### src/rtl/tahm_pkg.sv
// Package for the time-by-address heat map binner: grid sizes, widths, register codes.
// No dependencies.
`timescale 1ns / 1ps
package tahm_pkg;
	localparam int TIME_BINS = 64;
	localparam int MEM_BINS  = 1024;
	localparam int MAX_RUN   = 64;
	localparam int TB_W      = $clog2(TIME_BINS);
	localparam int MB_W      = $clog2(MEM_BINS);
	localparam int CELL_W    = TB_W + MB_W;
	localparam int CELLS     = TIME_BINS * MEM_BINS;
	localparam int RUN_W     = $clog2(MAX_RUN + 1);
	localparam int PADDR_W   = 3;
	localparam logic [PADDR_W-1:0] REG_TSLICE    = 3'd0;
	localparam logic [PADDR_W-1:0] REG_MEM_SLICE = 3'd4;
	localparam logic [1:0] DIV_TIME = 2'd0;
	localparam logic [1:0] DIV_LO   = 2'd1;
	localparam logic [1:0] DIV_HI   = 2'd2;

	// controller -> datapath
	typedef struct packed {
		logic       load;     // capture input beat
		logic       set_start;
		logic       div_go;
		logic [1:0] div_sel;
		logic       run_init;
		logic       rd;       // counter read
		logic       wr;       // counter write + emit result
		logic       clr;      // clearing sweep write
	} ctl_t;

	// datapath -> controller
	typedef struct packed {
		logic is_start;
		logic div_done;
		logic empty;
		logic run_last;
		logic clr_last;
	} sts_t;
endpackage

### src/rtl/tahm_ctrl.sv
// Controller state machine: clear sweep, accept, three divisions, read/emit per bin.
// Uses tahm_pkg.
`timescale 1ns / 1ps
module tahm_ctrl
	import tahm_pkg::*;
(
	input  logic clk,
	input  logic arst_n,
	input  logic in_valid,
	output logic in_ready,
	output logic out_valid,
	input  logic out_ready,
	input  sts_t sts,
	output ctl_t ctl
);
	localparam logic [2:0] S_CLR = 3'd0, S_IDLE = 3'd1, S_DEC = 3'd2, S_DIV = 3'd3,
		S_INIT = 3'd4, S_RD = 3'd5, S_EMIT = 3'd6;
	logic [2:0] st_q;
	logic [1:0] sel_q;
	logic       go_q;

	always_ff @(posedge clk or negedge arst_n) begin
		if (!arst_n) begin
			st_q  <= S_CLR;
			sel_q <= DIV_TIME;
			go_q  <= 1'b0;
		end else begin
			go_q <= 1'b0;
			case (st_q)
				S_CLR: if (sts.clr_last) st_q <= S_IDLE;
				S_IDLE: if (in_valid) st_q <= S_DEC;
				S_DEC: begin
					if (sts.is_start) st_q <= S_IDLE;
					else begin
						st_q <= S_DIV; sel_q <= DIV_TIME; go_q <= 1'b1;
					end
				end
				S_DIV: if (sts.div_done) begin
					if (sel_q == DIV_HI) st_q <= S_INIT;
					else begin
						sel_q <= sel_q + 2'd1; go_q <= 1'b1;
					end
				end
				S_INIT: st_q <= sts.empty ? S_IDLE : S_RD;
				S_RD: st_q <= S_EMIT;
				S_EMIT: if (out_ready) st_q <= sts.run_last ? S_IDLE : S_RD;
				default: st_q <= S_IDLE;
			endcase
		end
	end

	always_comb begin
		in_ready      = st_q == S_IDLE;
		out_valid     = st_q == S_EMIT;
		ctl.load      = in_ready && in_valid;
		ctl.set_start = st_q == S_DEC && sts.is_start;
		ctl.div_go    = go_q;
		ctl.div_sel   = sel_q;
		ctl.run_init  = st_q == S_INIT && !sts.empty;
		ctl.rd        = st_q == S_RD;
		ctl.wr        = out_valid && out_ready;
		ctl.clr       = st_q == S_CLR;
	end

	a_emit_rd: assert property (@(posedge clk) disable iff (!arst_n)
		st_q == S_EMIT |-> $past(st_q) == S_RD || $past(st_q) == S_EMIT)
		else $error("emit without read");
	a_no_acc: assert property (@(posedge clk) disable iff (!arst_n)
		!(in_ready && out_valid)) else $error("accept during emit");
	a_hold: assert property (@(posedge clk) disable iff (!arst_n)
		out_valid && !out_ready |=> out_valid) else $error("beat dropped");
endmodule

### config.mk
export PLATFORM = sky130hd
export DESIGN_NAME = tahm_ctrl
export DESIGN_NICKNAME = d
export VERILOG_FILES = /design/src/rtl/tahm_pkg.sv /design/src/rtl/tahm_ctrl.sv
export SDC_FILE = /design/constraint.sdc
export NUM_CORES = 1
export LEC_CHECK = 0
export BUFFER_PORTS_ARGS = -buffer_cell sky130_fd_sc_hd__buf_2
export CORE_AREA = 2 2 39 41
export CTS_BUF_LIST = sky130_fd_sc_hd__clkbuf_16
export CTS_CLUSTER_SIZE = 30
export DETAILED_ROUTE_END_ITERATION = 6
export DIE_AREA = 0 0 41 43
export PLACE_DENSITY = 0.6
export SYNTH_ARGS = -nofsm -noshare
export SYNTH_HDL_FRONTEND = slang
export SYNTH_SLANG_ARGS = --single-unit
export TNS_END_PERCENT = 100
### constraint.sdc
create_clock -name clk -period 2.9 [get_ports clk]
set_input_delay 0.145 -clock clk [delete_from_list [all_inputs] [get_ports clk]]
set_output_delay 0.145 -clock clk [all_outputs]
set_load 0.02 [all_outputs]
==> results.toml <==
[place]
port_buffers = 19
pre_cts_ws_ns = 1.46
place.gp.congestion = 0.809
hpwl_um = 783

[synth]
synth_flop_cell = "dfrtp_1"
synth-seq-cells = 6
syn_inst = 55
synthAdderAreaFrac_pct = 2.62
async_reset_ff_share_pct = 100
synth_top_area_share_pct = 31.4
synth-compound-area-share_pct = 22.8
synth_simple_gate_area_share_pct = 31.4
syn_nets = 65
synth_xor_area_share_pct = 0
synth_edf_count = 0
syn_area_um2 = 478
synth_top_area_cell = "dfrtp_1"
ys_warn_count = 0
ys_types = 31
avgSynthCellArea_um2 = 8.69
yosysSeqAreaShare_pct = 31.4
synth.area.mux_share_pct = 2.36
synth_area_leaders = "dfrtp_1 31%, buf_4 4.7%, nor2_1 4.7%, o21ai_0 4.2%, o32ai_1 3.7%"
synth_common_cells = "6 x dfrtp_1, 6 x nor2_1, 4 x o21ai_0"
synth_top_family_by_area = "simple AND/OR/NAND/NOR gates"

[finish]
multi_input_area_um2 = 283
n_fill_cell = 133
nets = 86
area_delta_synth_final_pct = 34.8
ff_latch_area_um2 = 150
final_util_pct = 46.6
drive_gt1_share_pct = 35.1
diodes = 0

[cts]
clockBufferDepth = 2
insertion_delay_ns = 0.23
cts.sinks = 6
h-tree-depth = 1
cts_setup_buffers = 0
post_cts_resized = 0
cts_buffers = 3
cts-root-buf = "clkbuf_16"
clk_pin_slew_ns = 0.03
cts_tree = "yes"

[routing]
vias_per_cell = 5.12
detail-route-antenna-nets = 0
drt_first_pass_iters = 2
drt_wl_total_mm = 1.08
drt_iter0_drc = 8
drc = 0
wl_per_cell_um = 12.0
vias = 461

[pwr]
fin_total_pwr_uw = 808
power_density_nw_per_um2 = 1250
p_leak_uw = 0.000318
ir_drop_mv = 0.407

[floorplan]
start_util_pct = 34.5
coreArea_um2 = 1380
die_h_um = 43
rows = 14
dieArea_um2 = 1760
die_x_um = 41
pin_count = 20

[critical_path]
start_kind = "flip-flop"
path_max_fanout = 16
path_class = "flip-flop to primary output"
rrSetupSlack_ns = 1.54
arrival_ns = 1.56
cp-end-kind = "primary output"
cp.required_ns = 2.76

[sta]
finClkSkew_ns = 0.000519
hold_viol = 0
max_freq_ghz = 0.587
fin_crit_ns = 1.70
min_period_over_period_pct = 58.8
setup_viol = 0
relSlewSlack_pct = 69.4
worst_pin_slew_ns = 0.460
fin_setup_tns_ns = 0
setup_ws_ns = 1.20
slew_viol_final = 0
grt_setup_unrepaired = "false"

[grt]
grt_overflow_total = 0
grt_antenna_before_repair = 0
grt_usage_pct = 14.5
grt_max_degree = 17
grt_pass1_wl_mm = 1.73
grt_pass1_vias = 427

[job]
maxCapViolCount = 0

[worst_hold_path]
hp-class = "primary input to flip-flop"

[outcome]
outcome = "complete, no violations"
cell type report:
class | instances | share of cell area, %
timing repair buffer | 20 | 16.3
multi-input combinational | 42 | 43.9
clock buffer | 3 | 11.7
inverter | 3 | 1.75
sequential | 6 | 23.3
tap | 16 | 3.11
flip-flops by register name, summed over array words and instances (netlist names):
signal and flops:
go_q 1, sel_q 2, st_q 3
cells in the final DEF, fill, tap and decap left out, drive strengths merged, types with 3 or more instances in the layout:
cell	count
buf	19
nor2	6
dfrtp	6
o21ai	5
nand2b	4
inv	3
nand2	3
clkbuf	3
critical path, stage by stage (launching register included):
cell,delay [ns]
dfrtp_1,0.61
inv_1,0.19
and3_1,0.23
and2_1,0.15
buf_2,0.15
metal layers:
layer / vias up / global-route usage (%) / wire length [um]
met5: - / 0 / 0
met4: 0 / 10.0 / 19
met3: 2 / 2.09 / 70
met2: 17 / 20.0 / 488
met1: 203 / 19.9 / 499
li1: 239 / - / -
what timing repair did:
action / 4_1_cts / 5_1_grt
endpoints found under the setup margin: 0 / 0
hold buffers: 1 / 0
hold endpoints to repair: 6 / 0
cell families (layout without fill, tap and decap cells):
group / after synthesis / count (layout)
AOI/OAI and AO/OA: 16 / 16
muxes: 1 / 1
adders and majority gates: 1 / 1
DFF: 6 / 6
and+or+nand+nor: 24 / 24
buffers and inverters: 7 / 26
where the power goes:
part / switching (uW) / internal, uW
Clock: 43.3 / 177
Sequential: 88.4 / 125
Combinational: 199 / 176
Total: 331 / 477
metrics by stage:
stage	cells	area, um^2	hold WS (ns)
6_report	90	644	0.242
5_1_grt	90	644	0.263
4_1_cts	90	644	0.251
3_5_place_dp	86	559	-0.0278
3_3_place_gp	86	559	-0.0259
2_1_floorplan	55	478	-0.151
worst paths after layout:
kind / from / end / cells past startpoint
worst max-delay path: st_q[0] / ctl[1] / 4
worst min-delay path: sts[1] / st_q[2] / 4
worst max register to register: st_q[0] / sel_q[0] / 3
worst min register to register: sel_q[1] / sel_q[1] / 2
max in group asynchronous: arst_n / st_q[0] / 2
min in group asynchronous: arst_n / go_q / 2
No activity file was read; power rests on OpenSTA's default activity.
